==> src/hdl/rclc_pkg.sv <==
// Shared types and constants for the rectifier CAN login controller.
package rclc_pkg;

  // Received and transmitted CAN identifiers.
  localparam logic [28:0] ID_LOGIN_REQ     = 29'h05014400;
  localparam logic [28:0] ID_LOGIN         = 29'h05004804;
  localparam logic [28:0] ID_LIMITS_LONG   = 29'h05FF4005;
  localparam logic [28:0] ID_LIMITS_SHORT  = 29'h05FF4004;
  localparam logic [28:0] ID_ANNOUNCE_BASE = 29'h05000000;
  localparam logic [28:0] ID_STAT_NORMAL   = 29'h05014004;
  localparam logic [28:0] ID_STAT_LIMIT    = 29'h05014008;
  localparam logic [28:0] ID_STAT_WALKIN   = 29'h05014010;
  localparam logic [28:0] ID_STAT_LOWIN    = 29'h0501400C;

  // Current limit and message counter limits.
  localparam logic [15:0] CURRENT_MAX     = 16'd500;
  localparam logic [15:0] CURRENT_RESTART = 16'd100;
  localparam logic [7:0]  COUNT_LIMIT     = 8'd40;

  // Configuration register reset values.
  localparam logic [15:0] OUTPUT_VOLTAGE_RESET    = 16'd5750;
  localparam logic [15:0] OVER_VOLTAGE_RESET      = 16'd5950;
  localparam logic        LONG_WALK_IN_RESET      = 1'b1;
  localparam logic [9:0]  CURRENT_INCREMENT_RESET = 10'd100;

  // Configuration register indexes.
  localparam logic [1:0] REG_OUTPUT_VOLTAGE    = 2'd0;
  localparam logic [1:0] REG_OVER_VOLTAGE      = 2'd1;
  localparam logic [1:0] REG_LONG_WALK_IN      = 2'd2;
  localparam logic [1:0] REG_CURRENT_INCREMENT = 2'd3;

  // Default depth of the frame queue between front and back.
  localparam int QUEUE_DEPTH_DEFAULT = 4;

  // Kind of a frame to transmit.
  typedef enum logic {
    FR_LOGIN,
    FR_LIMITS
  } frame_kind_t;

  // One complete transmit frame as it travels through the queue.
  typedef struct packed {
    logic            last;
    logic [7:0][7:0] data;
    logic [28:0]     id;
  } frame_t;

  // Front status seen by the top level.
  typedef struct packed {
    logic        busy;
    logic        push;
    logic [15:0] current_limit;
  } front_status_t;

  // Queue status shared between queue, front, back and top level.
  typedef struct packed {
    logic full;
    logic empty;
  } queue_status_t;

endpackage

==> src/hdl/rclc_queue.sv <==
// Small register queue of complete transmit frames.
module rclc_queue
  import rclc_pkg::*;
#(
  parameter int DEPTH = QUEUE_DEPTH_DEFAULT
) (
  input  logic          clk,
  input  logic          rst,
  input  logic          push,
  input  frame_t        push_data,
  input  logic          pop,
  output frame_t        pop_data,
  output queue_status_t status
);

  localparam int AW = (DEPTH > 1) ? $clog2(DEPTH) : 1;
  localparam int CW = $clog2(DEPTH + 1);

  frame_t        mem [DEPTH];
  logic [AW-1:0] wr_ptr;
  logic [AW-1:0] rd_ptr;
  logic [CW-1:0] count;
  logic          do_push;
  logic          do_pop;

  assign status.full  = (count == CW'(DEPTH));
  assign status.empty = (count == '0);
  assign do_push      = push && !status.full;
  assign do_pop       = pop && !status.empty;
  assign pop_data     = mem[rd_ptr];

  // Storage is written without reset; only pointers and count are cleared.
  always_ff @(posedge clk) begin
    if (do_push) begin
      mem[wr_ptr] <= push_data;
    end
  end

  // Pointers wrap at the queue depth.
  always_ff @(posedge clk) begin
    if (rst) begin
      wr_ptr <= '0;
      rd_ptr <= '0;
      count  <= '0;
    end else begin
      if (do_push) begin
        wr_ptr <= (wr_ptr == AW'(DEPTH - 1)) ? '0 : wr_ptr + 1'b1;
      end
      if (do_pop) begin
        rd_ptr <= (rd_ptr == AW'(DEPTH - 1)) ? '0 : rd_ptr + 1'b1;
      end
      if (do_push && !do_pop) begin
        count <= count + 1'b1;
      end else if (do_pop && !do_push) begin
        count <= count - 1'b1;
      end
    end
  end

endmodule

==> src/hdl/rclc_front.sv <==
// Front part: accepts and classifies frames, keeps unit state, queues transmit frames.
module rclc_front
  import rclc_pkg::*;
(
  input  logic          clk,
  input  logic          rst,
  input  logic          s_tvalid,
  output logic          s_tready,
  input  logic [95:0]   s_tdata,
  input  logic          s_tuser,
  input  logic          cfg_we,
  input  logic [1:0]    cfg_index,
  input  logic [15:0]   cfg_data,
  input  queue_status_t q_status,
  output logic          push,
  output frame_t        push_data,
  output front_status_t status
);

  typedef enum logic [1:0] {
    CL_NONE,
    CL_LOGIN_REQ,
    CL_ANNOUNCE,
    CL_STATUS
  } class_t;

  // Configuration registers.
  logic [15:0] output_voltage;
  logic [15:0] over_voltage;
  logic        long_walk_in;
  logic [9:0]  current_increment;

  // Unit state.
  logic [7:0][7:0] unit_serial;
  logic [7:0]      frame_count;
  logic [15:0]     current_limit;

  // Frame plan of the item in progress.
  logic            busy;
  frame_kind_t     plan [3];
  logic [1:0]      plan_len;
  logic [1:0]      plan_idx;

  // Decode of the incoming beat.
  logic [28:0]     in_id;
  logic [7:0][7:0] in_data;
  logic            accept;
  class_t          in_class;
  logic [7:0]      count_inc;
  logic [15:0]     cl_sum;
  logic [15:0]     cl_step;
  logic            force_login;

  logic [7:0][7:0] unit_serial_next;
  logic [7:0]      frame_count_next;
  logic [15:0]     current_limit_next;
  frame_kind_t     plan_next [3];
  logic [1:0]      plan_len_next;

  assign in_id    = s_tdata[28:0];
  assign in_data  = s_tdata[92:29];
  assign s_tready = !busy;
  assign accept   = s_tvalid && s_tready;

  // Classify the received identifier; a login request wins over an announce match.
  always_comb begin
    if (in_id == ID_LOGIN_REQ) begin
      in_class = CL_LOGIN_REQ;
    end else if (in_id == 29'(ID_ANNOUNCE_BASE + {13'd0, in_data[5], in_data[6]})) begin
      in_class = CL_ANNOUNCE;
    end else if (in_id == ID_STAT_NORMAL || in_id == ID_STAT_LIMIT ||
                 in_id == ID_STAT_WALKIN || in_id == ID_STAT_LOWIN) begin
      in_class = CL_STATUS;
    end else begin
      in_class = CL_NONE;
    end
  end

  // Counter step, current step and the resulting state and plan.
  always_comb begin
    count_inc          = (frame_count == 8'hFF) ? frame_count : frame_count + 8'd1;
    force_login        = (count_inc > COUNT_LIMIT);
    cl_sum             = current_limit + {6'd0, current_increment};
    cl_step            = (cl_sum > CURRENT_MAX) ? CURRENT_RESTART : cl_sum;
    unit_serial_next   = unit_serial;
    frame_count_next   = frame_count;
    current_limit_next = current_limit;
    plan_next[0]       = FR_LOGIN;
    plan_next[1]       = FR_LIMITS;
    plan_next[2]       = FR_LIMITS;
    plan_len_next      = 2'd0;
    unique case (in_class)
      CL_LOGIN_REQ: begin
        unit_serial_next = in_data;
        frame_count_next = count_inc;
        plan_len_next    = 2'd2;
      end
      CL_ANNOUNCE: begin
        unit_serial_next[5:0] = in_data[6:1];
        frame_count_next      = 8'd0;
        plan_len_next         = 2'd2;
      end
      CL_STATUS: begin
        frame_count_next = force_login ? 8'd1 : count_inc;
        if (s_tuser) begin
          current_limit_next = cl_step;
        end
        if (force_login && s_tuser) begin
          plan_next[1]  = FR_LOGIN;
          plan_len_next = 2'd3;
        end else if (force_login) begin
          plan_len_next = 2'd1;
        end else if (s_tuser) begin
          plan_len_next = 2'd2;
        end
      end
      default: begin
        plan_len_next = 2'd0;
      end
    endcase
  end

  // One frame per cycle goes into the queue while it has room.
  assign push = busy && !q_status.full;

  always_comb begin
    push_data.last = (plan_idx == plan_len - 2'd1);
    if (plan[plan_idx] == FR_LOGIN) begin
      push_data.id   = ID_LOGIN;
      push_data.data = unit_serial;
    end else begin
      push_data.id   = long_walk_in ? ID_LIMITS_LONG : ID_LIMITS_SHORT;
      push_data.data = {over_voltage, output_voltage, output_voltage, current_limit};
    end
  end

  // Configuration writes; an index outside the list has no register behind it.
  always_ff @(posedge clk) begin
    if (rst) begin
      output_voltage    <= OUTPUT_VOLTAGE_RESET;
      over_voltage      <= OVER_VOLTAGE_RESET;
      long_walk_in      <= LONG_WALK_IN_RESET;
      current_increment <= CURRENT_INCREMENT_RESET;
    end else if (cfg_we) begin
      unique case (cfg_index)
        REG_OUTPUT_VOLTAGE:    output_voltage    <= cfg_data;
        REG_OVER_VOLTAGE:      over_voltage      <= cfg_data;
        REG_LONG_WALK_IN:      long_walk_in      <= cfg_data[0];
        REG_CURRENT_INCREMENT: current_increment <= cfg_data[9:0];
        default: ;
      endcase
    end
  end

  // Unit state and sequencing of the frame plan.
  always_ff @(posedge clk) begin
    if (rst) begin
      unit_serial   <= '0;
      frame_count   <= '0;
      current_limit <= CURRENT_RESTART;
      busy          <= 1'b0;
      plan_idx      <= '0;
      plan_len      <= '0;
    end else if (accept) begin
      unit_serial   <= unit_serial_next;
      frame_count   <= frame_count_next;
      current_limit <= current_limit_next;
      plan_len      <= plan_len_next;
      plan_idx      <= '0;
      busy          <= (plan_len_next != 2'd0);
    end else if (push) begin
      plan_idx <= plan_idx + 2'd1;
      if (push_data.last) begin
        busy <= 1'b0;
      end
    end
  end

  // Plan kinds carry no reset.
  always_ff @(posedge clk) begin
    if (accept) begin
      plan <= plan_next;
    end
  end

  assign status.busy          = busy;
  assign status.push          = push;
  assign status.current_limit = current_limit;

endmodule

==> src/hdl/rclc_back.sv <==
// Back part: moves queued frames into the output register of the master side.
module rclc_back
  import rclc_pkg::*;
(
  input  logic          clk,
  input  logic          rst,
  input  queue_status_t q_status,
  input  frame_t        q_data,
  output logic          pop,
  output logic          m_tvalid,
  input  logic          m_tready,
  output logic [95:0]   m_tdata,
  output logic          m_tlast
);

  frame_t out_frame;

  // Load a new beat when the register is empty or its beat is taken.
  assign pop = !q_status.empty && (!m_tvalid || m_tready);

  always_ff @(posedge clk) begin
    if (rst) begin
      m_tvalid <= 1'b0;
    end else if (pop) begin
      m_tvalid <= 1'b1;
    end else if (m_tready) begin
      m_tvalid <= 1'b0;
    end
  end

  always_ff @(posedge clk) begin
    if (pop) begin
      out_frame <= q_data;
    end
  end

  assign m_tdata = {3'd0, out_frame.data, out_frame.id};
  assign m_tlast = out_frame.last;

endmodule

==> src/hdl/rectifier_can_login_controller_unit.sv <==
// Flow: an input beat is taken, then its 0 to 3 frames enter the queue one per cycle
// while the queue has room; the slave side is held until its last frame is queued.
// The first result beat passes the front plan, the queue and the output register
// before it is offered at the master side; the front sequencer sets the throughput.
// Reset (rst, synchronous, active high) clears queue, output valid, unit serial,
// message counter, sets the current limit to 100 and loads register defaults.
module rectifier_can_login_controller_unit
  import rclc_pkg::*;
#(
  parameter int QUEUE_DEPTH = QUEUE_DEPTH_DEFAULT
) (
  input  logic        clk,
  input  logic        rst,
  // Slave side: tdata = frame_id[28:0], data0..data7 from bit 29 up, zero fill.
  input  logic        s_tvalid,
  output logic        s_tready,
  input  logic [95:0] s_tdata,
  // tuser = button_pressed.
  input  logic        s_tuser,
  // Master side: tdata = tx_id[28:0], tx0..tx7 from bit 29 up, zero fill.
  output logic        m_tvalid,
  input  logic        m_tready,
  output logic [95:0] m_tdata,
  // tlast = last_frame.
  output logic        m_tlast,
  // Configuration write port.
  input  logic        cfg_we,
  input  logic [1:0]  cfg_index,
  input  logic [15:0] cfg_data
);

  front_status_t f_status;
  queue_status_t q_status;
  logic          push;
  frame_t        push_data;
  logic          pop;
  frame_t        q_data;

  rclc_front u_front (
    .clk       (clk),
    .rst       (rst),
    .s_tvalid  (s_tvalid),
    .s_tready  (s_tready),
    .s_tdata   (s_tdata),
    .s_tuser   (s_tuser),
    .cfg_we    (cfg_we),
    .cfg_index (cfg_index),
    .cfg_data  (cfg_data),
    .q_status  (q_status),
    .push      (push),
    .push_data (push_data),
    .status    (f_status)
  );

  rclc_queue #(
    .DEPTH (QUEUE_DEPTH)
  ) u_queue (
    .clk       (clk),
    .rst       (rst),
    .push      (push),
    .push_data (push_data),
    .pop       (pop),
    .pop_data  (q_data),
    .status    (q_status)
  );

  rclc_back u_back (
    .clk      (clk),
    .rst      (rst),
    .q_status (q_status),
    .q_data   (q_data),
    .pop      (pop),
    .m_tvalid (m_tvalid),
    .m_tready (m_tready),
    .m_tdata  (m_tdata),
    .m_tlast  (m_tlast)
  );

  // The front never offers a frame to a full queue.
  a_no_push_full: assert property (@(posedge clk) disable iff (rst)
    f_status.push |-> !q_status.full)
    else $error("frame pushed into full queue");

  // The current limit always stays at or below the maximum.
  a_current_range: assert property (@(posedge clk) disable iff (rst)
    f_status.current_limit <= CURRENT_MAX)
    else $error("current limit above maximum");

  // A beat can only appear at the output if the queue held one.
  a_out_from_queue: assert property (@(posedge clk) disable iff (rst)
    (!m_tvalid && q_status.empty) |=> !m_tvalid)
    else $error("output beat without queued frame");

  // The slave side is held while the front still has frames to queue.
  a_ready_busy: assert property (@(posedge clk) disable iff (rst)
    f_status.busy |-> !s_tready)
    else $error("input taken while front busy");

endmodule
==> config.mk <==
export PLATFORM = sky130hd
export DESIGN_NAME = rectifier_can_login_controller_unit
export DESIGN_NICKNAME = d
export VERILOG_FILES = /design/src/hdl/rclc_pkg.sv /design/src/hdl/rclc_queue.sv /design/src/hdl/rclc_front.sv /design/src/hdl/rclc_back.sv /design/src/hdl/rectifier_can_login_controller_unit.sv
export SDC_FILE = /design/constraint.sdc
export NUM_CORES = 1
export LEC_CHECK = 0
export ABC_CLOCK_PERIOD_IN_PS = 4100
export BUFFER_PORTS_ARGS = -buffer_cell sky130_fd_sc_hd__clkbuf_2
export CORE_AREA = 10 10 226 228
export CTS_BUF_LIST = sky130_fd_sc_hd__clkbuf_2
export DETAILED_ROUTE_END_ITERATION = 12
export DIE_AREA = 0 0 236 238
export PLACE_DENSITY_LB_ADDON = 0.25
export SYNTH_ARGS = -nofsm -noshare
export SYNTH_HDL_FRONTEND = slang
export SYNTH_HIERARCHICAL = 1
export SYNTH_SLANG_ARGS = --single-unit
==> constraint.sdc <==
create_clock -name clk -period 4.1 [get_ports clk]
set_input_delay 0.205 -clock clk [delete_from_list [all_inputs] [get_ports clk]]
set_output_delay 0.205 -clock clk [all_outputs]
set_load 0.03 [all_outputs]
* After elaboration in Yosys (flattened, before gate mapping)
Memories as Yosys holds them, arrays and structs flattened. A register that Yosys moved wholly into a read port is not among the register bits.
Cells that the tools add are included.
Widths: inputs -> output; s select.
** Word-level totals
- Flip-flop bits (word level) :: 145
- Bits in writable memories :: 376
- Input port bits :: 120
- Output and inout port bits :: 99
- Word-level logic and storage cells :: 120
- Memories kept :: 1
** Memory list
- u_queue.mem :: words 4, width 94, read ports 1, clocked after memory_dff 1, wr ports 1, line rclc_queue.sv:19 : frame_t mem [DEPTH];
** Operators by class
- $add $sub $neg :: 9
- Magnitude comparators :: 3
- Equal/unequal tests :: 17
- Multiplexer cells :: 29
- Bitwise gates (word level) :: 1
- Reductions and logical operators :: 38
** Operators by type and width (count)
- $eq 29x27->1 const B :: 5
- $pmux 48 s2 :: 1
- $mux 93 :: 1
- $eq 29x29->1 :: 1
- $add 27x16->28 const A :: 1
- $pmux 8 s3 :: 1
- $add 16x10->16 :: 1
- $gt 16x9->1 const B :: 1
- $mux 16 :: 1
- $mux 2 :: 8
- $mux 8 :: 2
- $reduce_and 2->1 :: 8
- $eq 2x2->1 const B :: 6
- $reduce_bool 2->1 :: 6
- $mux 1 :: 11
- $add 8x1->8 const B :: 1
- $eq 8x8->1 const B :: 1
- $gt 8x6->1 const B :: 1
- $logic_and 1x1->1 :: 8
- $add 2x1->2 const B :: 3
- $logic_not 1->1 :: 6
- $mux 3 :: 2
- $eq 2x1->1 const B :: 2
- $logic_or 1x1->1 :: 4
- 14 further kinds :: 15

* Logic depth before layout (Yosys ltp)
Gate-level depths: netlist of run 1.
- Depth in word-level cells :: 12
- Depth in mapped cells :: 12
- Gate-level depth less buffers :: 11

* Hierarchy
The synthesis of run 1 kept the hierarchy.
** Modules (own cells, without submodules)
- rclc_queue :: instances 1, cells an instance 541, area each 14098.5 um^2, seq. area each 11471.0 um^2
- rclc_front :: instances 1, cells an instance 1128, area each 8330.5 um^2, seq. area each 2752.6 um^2
- rclc_back :: instances 1, cells an instance 102, area each 2905.3 um^2, seq. area each 2842.7 um^2

* Least setup slack after synthesis of run 1
No wires, ideal clock.
- Kind :: register to register
- Start :: register u_queue.count[0]
- End :: memory u_queue/mem[0][0] (netlist bit), enable pin
- Library setup time :: 0.464 ns
- Data arrival time :: 3.339 ns
- Required time :: 3.636 ns
- Setup slack :: 0.297 ns
- Cell stages (with the launch flop) :: 6
- Path buffers :: 1
- Period minus slack after synthesis :: 3.803 ns
- Cells stage by stage :: dfxtp_1 -> or3b_1 -> buf_2 -> inv_2 -> nor2_1 -> and3_1
** RTL lines
- start: declaration :: line rclc_queue.sv:22 : logic [CW-1:0] count;
- start signal: assignment :: line rclc_queue.sv:53 : count <= count + 1'b1;
- start signal: assignment :: line rclc_queue.sv:55 : count <= count - 1'b1;
- end: declaration :: line rclc_queue.sv:19

* Final worst setup path of run 1
- Start :: input s_tdata[5]
- End :: register u_front.current_limit[6]
** On the way
- Word-level cells in the longest chain between the ends :: 9
- Elaborated cells on any way between the ends :: 14
- Those cells by class :: eq/ne: 7; mux: 3; reduce/logical: 4
** Ends and longest elaborated chain
- start: declaration :: line rectifier_can_login_controller_unit.sv:17 : input logic [95:0] s_tdata,
- $eq 29x27->1 :: line rclc_front.sv:71 : end else if (in_id == ID_STAT_NORMAL || in_id == ID_STAT_LIMIT ||
- $logic_or 1x1->1 (2 in a row) :: line rclc_front.sv:71
- $logic_or 1x1->1 :: line rclc_front.sv:72 : in_id == ID_STAT_WALKIN || in_id == ID_STAT_LOWIN) begin
- $mux 2 :: line rclc_front.sv:71
- $mux 2 :: line rclc_front.sv:69 : end else if (in_id == 29'(ID_ANNOUNCE_BASE + {13'd0, in_data[5], in_data[6]})) begin
- $mux 2 * :: line rclc_front.sv:67 : if (in_id == ID_LOGIN_REQ) begin
- $eq 2x2->1 * :: line rclc_front.sv:92 : unique case (in_class)
- $reduce_and 3->1 (no line) *
- end signal: assignment :: line rclc_front.sv:167 : current_limit <= current_limit_next;
- end: declaration :: line rclc_front.sv:36 : logic [15:0] current_limit;
Every way passes the cells marked *; elsewhere a longest branch is shown, timed or not.
A chain may end at the register's enable or synchronous reset.

==> results.sh, run 1 <==
export IMPL_outcome="finished clean"
export IMPL_vias_per_cell=5.582
export IMPL_cpPeakStageDelay_ps=780
export IMPL_drc=0
export IMPL_slew_limit_headroom_pct=17.14
export IMPL_rsz0062_at_grt="no"
export IMPL_critical_path_slowest_cell="or4_1"
export IMPL_pwr_density_cell_nw_per_um2=367.9
export IMPL_syn_area_per_cell_um2=14.31
export IMPL_dp_hpwl_um=39220
export IMPL_drtIter0Drc=1298
export IMPL_cts_max_path_buffers=3
export IMPL_cts_root_buf="clkbuf_2"
export IMPL_dieArea_um2=56170
export IMPL_fin_nets=2426
export IMPL_tritoncts="done"
export IMPL_post_cts_buffers=0
export IMPL_cap_violations=0
export IMPL_synthCells=1769
export IMPL_drive_above_1_share_pct=25.54
export IMPL_cp_end_kind="flop"
export IMPL_post_cts_resized=0
export IMPL_highest_layer="met5"
export IMPL_multi_input_area_um2=7465
export IMPL_routed_wl_um=61430
export IMPL_p_leak_nw=10.95
export IMPL_clock_fmax_ghz=0.2676
export IMPL_crit_fanout=9
export IMPL_grt_pass1_vias=17387
export IMPL_worstPathCellList="dlygate4sd3_1 > clkbuf_2 > nor4_4 > dlygate4sd3_1 > nand4_4 > dlygate4sd3_1 > nor3_2 > dlygate4sd3_1 > nand3_1 > or4_1 > o31a_1"
export IMPL_clk_pin_slew_ps=100
export IMPL_crit_top_cell="dlygate4sd3_1"
export IMPL_yosysWarnings=6
export IMPL_num_rows=79
export IMPL_required_ps=5090
export IMPL_antenna_found_initial=8
export IMPL_setup_violations=0
export IMPL_htree_levels=4
export IMPL_port_buffers=212
export IMPL_top_level_ports=219
export IMPL_regArea_um2=17070
export IMPL_critPathArrivalTime_ps=4730
export IMPL_grt_max_degree=80
export IMPL_dpl_worst_slack_ps=1071
export IMPL_clkSinkCount=617
export IMPL_critPathLaunchType="primary input"
export IMPL_crit_type="primary input to flop"
export IMPL_syn2layout_area_growth_pct=21.34
export IMPL_worstHoldPathType="primary input to flop"
export IMPL_setup_tns_ps=0
export IMPL_cts_hold_buf=245
export IMPL_syn_cell_area_um2=25320
export IMPL_clk_latency_ps=1140
export IMPL_wl_met2_um=28880
export IMPL_path_delay_family="buffers and inverters"
export IMPL_numCtsBuffers=151
export IMPL_start_util_pct=54.62
export IMPL_wl_met1_um=26430
export IMPL_worst_path_buf_inv=5
export IMPL_finalCritPeriodShare_pct=91.16
export IMPL_die_w_um=236
export IMPL_drv_slew=0
export IMPL_ir_drop_mv=0.2345
export IMPL_routabilityCongestion=0.8870
export IMPL_num_vias=16845
export IMPL_drt_first_pass_iters=5
export IMPL_wl_per_cell_um=20.36
export IMPL_grt_pass1_wl_um=96670
export IMPL_antenna_left=0
export IMPL_fill_cells=3326
export IMPL_setup_ws_ps=362.5
export IMPL_grt_overflow=0
export IMPL_die_h_um=238
export IMPL_worst_pin_slew_ps=1238
export IMPL_holdWs_ps=138.2
export IMPL_finalHoldViolCount=0
export IMPL_period_minus_slack_ps=3738
export IMPL_wl_met3_um=4906
export IMPL_core_um2=46360
export IMPL_fin_skew_ps=95.39
export IMPL_track_usage_pct=21.77
-- final timing paths --
path	startpoint	end	cells after the start	slack (ps)
worst max register to register	u_front/busy$_SDFFE_PP0P_	u_front/unit_serial[10]$_SDFFE_PP0P_	8	720
worst min-delay path	s_tdata[21]	u_front/frame_count[1]$_SDFFE_PP0P_	6	140
worst min register to register	u_front/output_voltage[11]$_SDFFE_PP0P_	u_front/output_voltage[11]$_SDFFE_PP0P_	2	460
worst max-delay path	s_tdata[5]	u_front/current_limit[6]$_SDFFE_PP1P_	11	360
-- state kept, by name, indices dropped and copies added (netlist names), named ones only --
register and count:
u_front/plan 1, u_front/unit_serial 64, u_front/plan_idx 2, u_queue/count 3, u_front/over_voltage 16, u_queue/mem 376
u_front/frame_count 8, u_back/m_tvalid 1, u_back/m_tlast 1, u_front/output_voltage 16, u_front/busy 1, u_queue/wr_ptr 2
u_back/m_tdata 93, u_front/plan_len 2, u_front/long_walk_in 1, u_front/current_increment 10, u_front/current_limit 16, u_queue/rd_ptr 2
-- power by group --
| part | switching, mW | internal (mW) | leakage, nW | total (mW) |
|---|---|---|---|---|
| Combinational | 0.217 | 0.197 | 4.64 | 0.414 |
| Clock | 2.37 | 1.86 | 1.10 | 4.23 |
| Sequential | 0.0103 | 6.65 | 5.21 | 6.66 |
| Total | 2.59 | 8.71 | 11.0 | 11.3 |
-- metal layers --
metal	track usage [%]	vias up
met5	0	-
met4	7.595	4
met3	5.745	87
met2	34.09	695
met1	29.08	8242
li1	-	7817
-- layout by cell type (no fill, tap or decap), drive strengths merged, types with 8 or more instances in the layout --
| cell type | n |
|---|---|
| o31ai | 9 |
| o211ai | 55 |
| a31oi | 9 |
| clkinv | 31 |
| ha | 17 |
| o21ai | 63 |
| conb | 22 |
| nand2 | 287 |
| nor4 | 8 |
| o311ai | 8 |
| edfxtp | 471 |
| inv | 26 |
| xor2 | 8 |
| nand3 | 31 |
| buf | 29 |
| nor2 | 38 |
| a21oi | 90 |
| xnor2 | 20 |
| dfxtp | 146 |
| mux4 | 94 |
| dlygate4sd3 | 245 |
| a21boi | 49 |
| nor3 | 16 |
| nand4 | 13 |
| clkbuf | 437 |
| and2 | 11 |
| mux2i | 19 |
| and3 | 58 |
-- tightest hold or removal path: stages --
cell,delay (ps)
clkbuf_2,100
nor4_1,60
nand3_1,170
nor4_1,90
a311o_1,430
o221ai_1,190
-- metrics by stage --
stage | instance area, µm² | total power [mW] | std cells | utilization (%)
floorplan | 25390 | 6.970 | 1788 | -
global placement | 26760 | 7.085 | 2496 | 57.72
detailed placement | 26760 | 7.088 | 2496 | 57.72
CTS | 30710 | 11.43 | 3011 | 66.24
global route | 30720 | 11.81 | 3015 | 66.26
finish | 30720 | 11.30 | 3018 | 66.27
-- cell type report --
| type | instances | area share (%) |
|---|---|---|
| diodes | 7 | 0.05701 |
| clock buffers | 226 | 3.682 |
| clock inverters | 44 | 1.185 |
| inverters | 23 | 0.2810 |
| multi-input cells | 1009 | 24.30 |
| flip-flops and latches | 617 | 55.57 |
| well taps | 607 | 2.472 |
| repair buffers | 485 | 12.45 |
Note: power is estimated with default switching activity, not from simulation.
==> run 2: changes to the inputs <==
--- a/config.mk
+++ b/config.mk
@@ -7,10 +7,12 @@
 export LEC_CHECK = 0
 export ABC_CLOCK_PERIOD_IN_PS = 4100
 export BUFFER_PORTS_ARGS = -buffer_cell sky130_fd_sc_hd__clkbuf_2
-export CORE_AREA = 10 10 226 228
+export CELL_PAD_IN_SITES_DETAIL_PLACEMENT = 1
+export CELL_PAD_IN_SITES_GLOBAL_PLACEMENT = 1
+export CORE_AREA = 2 2 236 238
 export CTS_BUF_LIST = sky130_fd_sc_hd__clkbuf_2
 export DETAILED_ROUTE_END_ITERATION = 12
-export DIE_AREA = 0 0 236 238
+export DIE_AREA = 0 0 238 240
 export PLACE_DENSITY_LB_ADDON = 0.25
 export SYNTH_ARGS = -nofsm -noshare
 export SYNTH_HDL_FRONTEND = slang
==> results.sh, run 2 (same netlist as run 1, synthesis figures left out) <==
export IMPL_drtIter0Drc=1251
export IMPL_crit_fanout=18
export IMPL_top_level_ports=219
export IMPL_clkPwrFrac_pct=36.6
export IMPL_die_w_um=238
export IMPL_num_rows=86
export IMPL_pwr_density_cell_nw_per_um2=356.2
export IMPL_clk_pin_slew_ps=100
export IMPL_rr_worst_depth=8
export IMPL_drt_first_pass_iters=7
export IMPL_port_buffers=212
export IMPL_dp_hpwl_um=41270
export IMPL_cts_max_path_buffers=3
export IMPL_p_sw_mw=2.787
export IMPL_numCtsBuffers=156
export IMPL_placed_area_um2=26850
export IMPL_largest_register_ffs=376
export IMPL_tritoncts="done"
export IMPL_crit_top_cell="dlygate4sd3_1"
export IMPL_drv_slew=0
export IMPL_post_cts_buffers=0
export IMPL_clock_fmax_ghz=0.2452
export IMPL_fin_area_um2=31740
export IMPL_core_um2=54660
export IMPL_r2r_start="u_front/busy$_SDFFE_PP0P_"
export IMPL_routed_wl_um=73670
export IMPL_slew_limit_headroom_pct=17.07
export IMPL_start_util_pct=46.32
export IMPL_r2r_end="u_front/unit_serial[4]$_SDFFE_PP0P_"
export IMPL_syn2layout_area_growth_pct=25.37
export IMPL_setup_tns_ps=0
export IMPL_combPwrFrac_pct=4.4
export IMPL_fin_skew_ps=114.7
export IMPL_routabilityCongestion=0.8569
export IMPL_holdWs_ps=184.6
export IMPL_track_usage_pct=25.87
export IMPL_critPathArrivalTime_ps=5290
export IMPL_final_cell_mix="edfxtp_1, clkbuf_2, dlygate4sd3_1"
export IMPL_critical_path_slowest_cell="dlygate4sd3_1"
export IMPL_power_frac_seq_pct=58.9
export IMPL_clkSinkCount=617
export IMPL_sw_frac_of_total_pct=24.65
export IMPL_rsz0062_at_grt="no"
export IMPL_finalHoldViolCount=0
export IMPL_whs_endpoint="u_front/current_increment[2]$_SDFFE_PP1P_"
export IMPL_ir_drop_mv=0.2580
export IMPL_setup_violations=0
export IMPL_grt_max_degree=95
export IMPL_grt_pass1_wl_um=110700
export IMPL_placedCellCount=2593
export IMPL_crit_type="primary input to flop"
export IMPL_antenna_left=0
export IMPL_cap_violations=0
export IMPL_intPower_mw=8.519
export IMPL_period_minus_slack_ps=4078
export IMPL_worstHoldPathType="primary input to flop"
export IMPL_r2r_slack_ps=380
export IMPL_grt_pass1_vias=19154
export IMPL_wl_per_cell_um=22.85
export IMPL_cpPeakStageDelay_ps=690
export IMPL_drc=0
export IMPL_num_vias=17888
export IMPL_vias_per_cell=5.548
export IMPL_critPathLaunchType="primary input"
export IMPL_hold_path_cell_count=5
export IMPL_finalCritPeriodShare_pct=99.46
export IMPL_p_leak_nw=11.41
export IMPL_layout_commonest_cell="edfxtp_1"
export IMPL_outcome="finished clean"
export IMPL_drive_above_1_share_pct=24.97
export IMPL_grt_overflow=0
export IMPL_cp_end_kind="flop"
export IMPL_cts_root_buf="clkbuf_2"
export IMPL_clk_latency_ps=1330
export IMPL_die_h_um=240
export IMPL_antenna_found_initial=12
export IMPL_fin_nets=2525
export IMPL_dieArea_um2=57120
export IMPL_holdCritStartpoint="cfg_we"
export IMPL_htree_levels=4
export IMPL_required_ps=5310
export IMPL_dpl_worst_slack_ps=1006
export IMPL_worst_pin_slew_ps=1239
export IMPL_setup_ws_ps=22.02
export IMPL_fin_cells=3224
export IMPL_regMostFlops="u_queue/mem"
export IMPL_worstPathCellList="dlygate4sd3_1 > clkbuf_2 > dlygate4sd3_1 > nor2_1 > dlygate4sd3_1 > nand4_4 > dlygate4sd3_1 > o2bb2ai_4 > buf_4 > o211ai_1 > dlygate4sd3_1 > a21oi_1 > dlygate4sd3_1"
run 2: cell count changes in the layout (fill, tap and decap cells not counted), sizes merged:
| cell | change |
|---|---|
| clkbuf | +12 |
| dlygate4sd3 | +91 |
| clkinv | +2 |
| diode | +2 |
| inv | +4 |
| buf | +1 |
| dlymetal6s4s | +2 |
| bufinv | -5 |
run 2: worst max-delay path, delay by kind of cell:
| kind | cells | cell delay, ps |
|---|---|---|
| buffers and inverters | 8 | 4060 |
| AOI/OAI and AO/OA | 3 | 670 |
| and+or+nand+nor | 2 | 340 |
run 2: metal layers:
layer	up-vias	global-route usage, %	wire (µm)
met3	175	6.739	4541
met1	8990	33.03	31020
met4	6	10.68	2392
met2	693	42.25	35680
li1	8024	-	-
met5	-	0	41
run 2: power by group through the flow:
stage / sequential (mW) / clock, mW / combinational [mW]
floorplan: 6.80 / 0 / 0.165
global placement: 6.81 / 0 / 0.281
detailed placement: 6.81 / 0 / 0.287
CTS: 6.66 / 4.28 / 0.454
global route: 6.67 / 4.60 / 0.525
finish: 6.66 / 4.14 / 0.499
run 2: repair_timing:
action / 4_1_cts / 5_1_grt
gates resized for setup: 0 / 8
endpoints found under the hold margin: 177 / 6
hold buffers: 335 / 6
setup endpoints to repair: 0 / 35
run 2: how the worst max path moves through the flow:
stage | startpoint | to | slack, ps
after floorplan | u_queue/count[0]$_SDFFE_PP0P_ | u_queue/mem[0][0]$_DFFE_PP_ | 330
after global placement | u_front/current_limit[1]$_SDFFE_PP0P_ | u_front/current_limit[2]$_SDFFE_PP1P_ | 1110
after detailed placement | u_front/current_limit[1]$_SDFFE_PP0P_ | u_front/current_limit[5]$_SDFFE_PP1P_ | 1010
after CTS | s_tdata[19] | u_front/unit_serial[17]$_SDFFE_PP0P_ | 120
after global routing | s_tdata[13] | u_front/unit_serial[4]$_SDFFE_PP0P_ | 150
final | s_tdata[13] | u_front/unit_serial[4]$_SDFFE_PP0P_ | 20
run 2: cell type report:
cell class / instances / area (µm²)
clock buffers: 238 / 1191
multi-input cells: 1009 / 7477
well taps: 704 / 880.8
fillers: 5547 / 22920
flip-flops and latches: 617 / 17070
repair buffers: 579 / 4772
clock inverters: 45 / 237.7
inverters: 23 / 86.33
diodes: 9 / 22.52
run 2: stage by stage:
step | utilization (%) | power [mW]
3_5_place_dp | 49.13 | 7.094
2_1_floorplan | - | 6.970
6_report | 58.07 | 11.31
4_1_cts | 57.91 | 11.40
5_1_grt | 58.05 | 11.80
3_3_place_gp | 49.13 | 7.087
==> run 3: changes to the inputs <==
--- a/config.mk
+++ b/config.mk
@@ -13,7 +13,7 @@
 export CTS_BUF_LIST = sky130_fd_sc_hd__clkbuf_2
 export DETAILED_ROUTE_END_ITERATION = 12
 export DIE_AREA = 0 0 238 240
-export PLACE_DENSITY_LB_ADDON = 0.25
+export PLACE_DENSITY = 0.79
 export SYNTH_ARGS = -nofsm -noshare
 export SYNTH_HDL_FRONTEND = slang
 export SYNTH_HIERARCHICAL = 1
==> results.sh, run 3 (same netlist as run 1, synthesis figures left out) <==
export IMPL_final_cell_mix="edfxtp_1, clkbuf_2, dlygate4sd3_1"
export IMPL_intPower_mw=8.660
export IMPL_multi_input_area_um2=7505
export IMPL_core_um2=54660
export IMPL_crit_fanout=17
export IMPL_worst_pin_slew_ps=1200
export IMPL_top_level_ports=219
export IMPL_post_cts_buffers=0
export IMPL_cts_root_buf="clkbuf_2"
export IMPL_outcome="finished, violations left"
export IMPL_dieArea_um2=57120
export IMPL_clkSinkCount=617
export IMPL_drt_first_pass_iters=5
export IMPL_numCtsBuffers=152
export IMPL_pwr_density_cell_nw_per_um2=364.7
export IMPL_grt_pass1_wl_um=119100
export IMPL_ir_drop_mv=0.2141
export IMPL_die_w_um=238
export IMPL_wl_per_cell_um=24.98
export IMPL_worstHoldPathType="primary input to flop"
export IMPL_port_buffers=212
export IMPL_fill_cells=5512
export IMPL_grt_overflow=0
export IMPL_antenna_found_initial=13
export IMPL_p_leak_nw=11.41
export IMPL_finalCritPeriodShare_pct=102.6
export IMPL_holdWs_ps=217.8
export IMPL_htree_levels=4
export IMPL_clk_latency_ps=1300
export IMPL_cts_max_path_buffers=3
export IMPL_fin_nets=2504
export IMPL_track_usage_pct=28.05
export IMPL_largest_register_ffs=376
export IMPL_layout_commonest_cell="edfxtp_1"
export IMPL_cap_violations=0
export IMPL_start_util_pct=46.32
export IMPL_tritoncts="done"
export IMPL_setup_violations=11
export IMPL_antenna_left=0
export IMPL_regMostFlops="u_queue/mem"
export IMPL_combPwrFrac_pct=4.2
export IMPL_grt_pass1_vias=19835
export IMPL_period_minus_slack_ps=4205
export IMPL_num_vias=18449
export IMPL_clkPwrFrac_pct=38.0
export IMPL_clock_fmax_ghz=0.2378
export IMPL_regArea_um2=17070
export IMPL_critPathArrivalTime_ps=5380
export IMPL_clk_pin_slew_ps=130
export IMPL_drtIter0Drc=1803
export IMPL_routabilityCongestion=0.8493
export IMPL_drv_slew=0
export IMPL_critPathLaunchType="primary input"
export IMPL_required_ps=5270
export IMPL_vias_per_cell=5.762
export IMPL_routed_wl_um=79980
export IMPL_crit_type="primary input to flop"
export IMPL_sw_frac_of_total_pct=24.91
export IMPL_num_rows=86
export IMPL_cp_end_kind="flop"
export IMPL_setup_ws_ps=-105.4
export IMPL_finalHoldViolCount=0
export IMPL_rsz0062_at_grt="yes"
export IMPL_p_sw_mw=2.873
export IMPL_dp_hpwl_um=44430
export IMPL_dpl_worst_slack_ps=1045
export IMPL_slew_limit_headroom_pct=19.44
export IMPL_drc=0
export IMPL_die_h_um=240
export IMPL_drive_above_1_share_pct=24.98
export IMPL_violations="negative setup slack"
export IMPL_fin_skew_ps=139.0
export IMPL_syn2layout_area_growth_pct=24.89
export IMPL_power_frac_seq_pct=57.8
export IMPL_grt_max_degree=71
[run 3: cell count changes in the layout (fill, tap and decap cells not counted), sizes merged]
cell / previous run / this run
clkbuf: 449 / 447
buf: 30 / 33
clkinv: 33 / 34
bufinv: 1 / 4
inv: 30 / 25
dlygate4sd3: 336 / 316
o2bb2ai: 1 / 2
clkinvlp: 4 / 3
diode: 9 / 8
dlymetal6s4s: 2 / 1
[run 3: per-layer routing]
layer	wire length (µm)	track usage, %	up-vias
li1	-	-	7966
met1	30750	34.16	9229
met2	39710	46.93	988
met3	6072	6.808	260
met4	3425	14.00	6
met5	35	0	-
[run 3: final cells by class]
class | instances | area share [%]
clock inverters | 43 | 0.9220
diodes | 8 | 0.06331
well taps | 704 | 2.786
repair buffers | 561 | 14.49
multi-input cells | 1010 | 23.73
flip-flops and latches | 617 | 54.00
inverters | 23 | 0.2730
clock buffers | 236 | 3.735
[run 3: repair_timing]
item                       4_1_cts  5_1_grt
hold endpoints to repair       196        2
gates resized for setup          0        4
hold buffers                   317        2
setup endpoints to repair        0       10
[run 3: power by group through the flow]
stage / registers, mW / logic (mW) / clock network (mW)
after floorplan: 6.80 / 0.165 / 0
after global placement: 6.81 / 0.276 / 0
after detailed placement: 6.81 / 0.286 / 0
after CTS: 6.66 / 0.439 / 4.39
after global routing: 6.67 / 0.503 / 4.81
final: 6.67 / 0.482 / 4.38
[run 3: worst max-delay path: stages]
cell and delay, ps:
dlygate4sd3_1 540, clkbuf_2 130, nor4_1 360, dlygate4sd3_1 640, nand3_1 210, nor4_4 420
dlygate4sd3_1 830, o2bb2ai_4 330, o211ai_1 210, dlygate4sd3_1 660, a21oi_1 180, dlygate4sd3_1 640
[run 3: final timing paths]
kind | from | endpoint | slack, ps | cells after the start
worst max register to register | u_front/frame_count[0]$_SDFFE_PP0P_ | u_front/plan[1]$_SDFFCE_PN1P_ | 840 | 8
worst min register to register | u_front/over_voltage[0]$_SDFFE_PP0P_ | u_front/over_voltage[0]$_SDFFE_PP0P_ | 470 | 2
worst max-delay path | s_tdata[18] | u_front/unit_serial[7]$_SDFFE_PP0P_ | -110 | 12
worst min-delay path | cfg_we | u_front/output_voltage[11]$_SDFFE_PP0P_ | 220 | 5
[run 3: per-stage QoR]
step	util (%)	power (mW)	std cells	setup TNS (ps)	area, µm²
floorplan	-	6.970	1788	0	25390
CTS	57.72	11.50	3192	0	31550
detailed placement	49.19	7.093	2596	0	26890
global placement	49.19	7.083	2596	0	26890
finish	57.85	11.53	3202	-468.4	31620
global route	57.84	11.98	3201	-12.72	31620
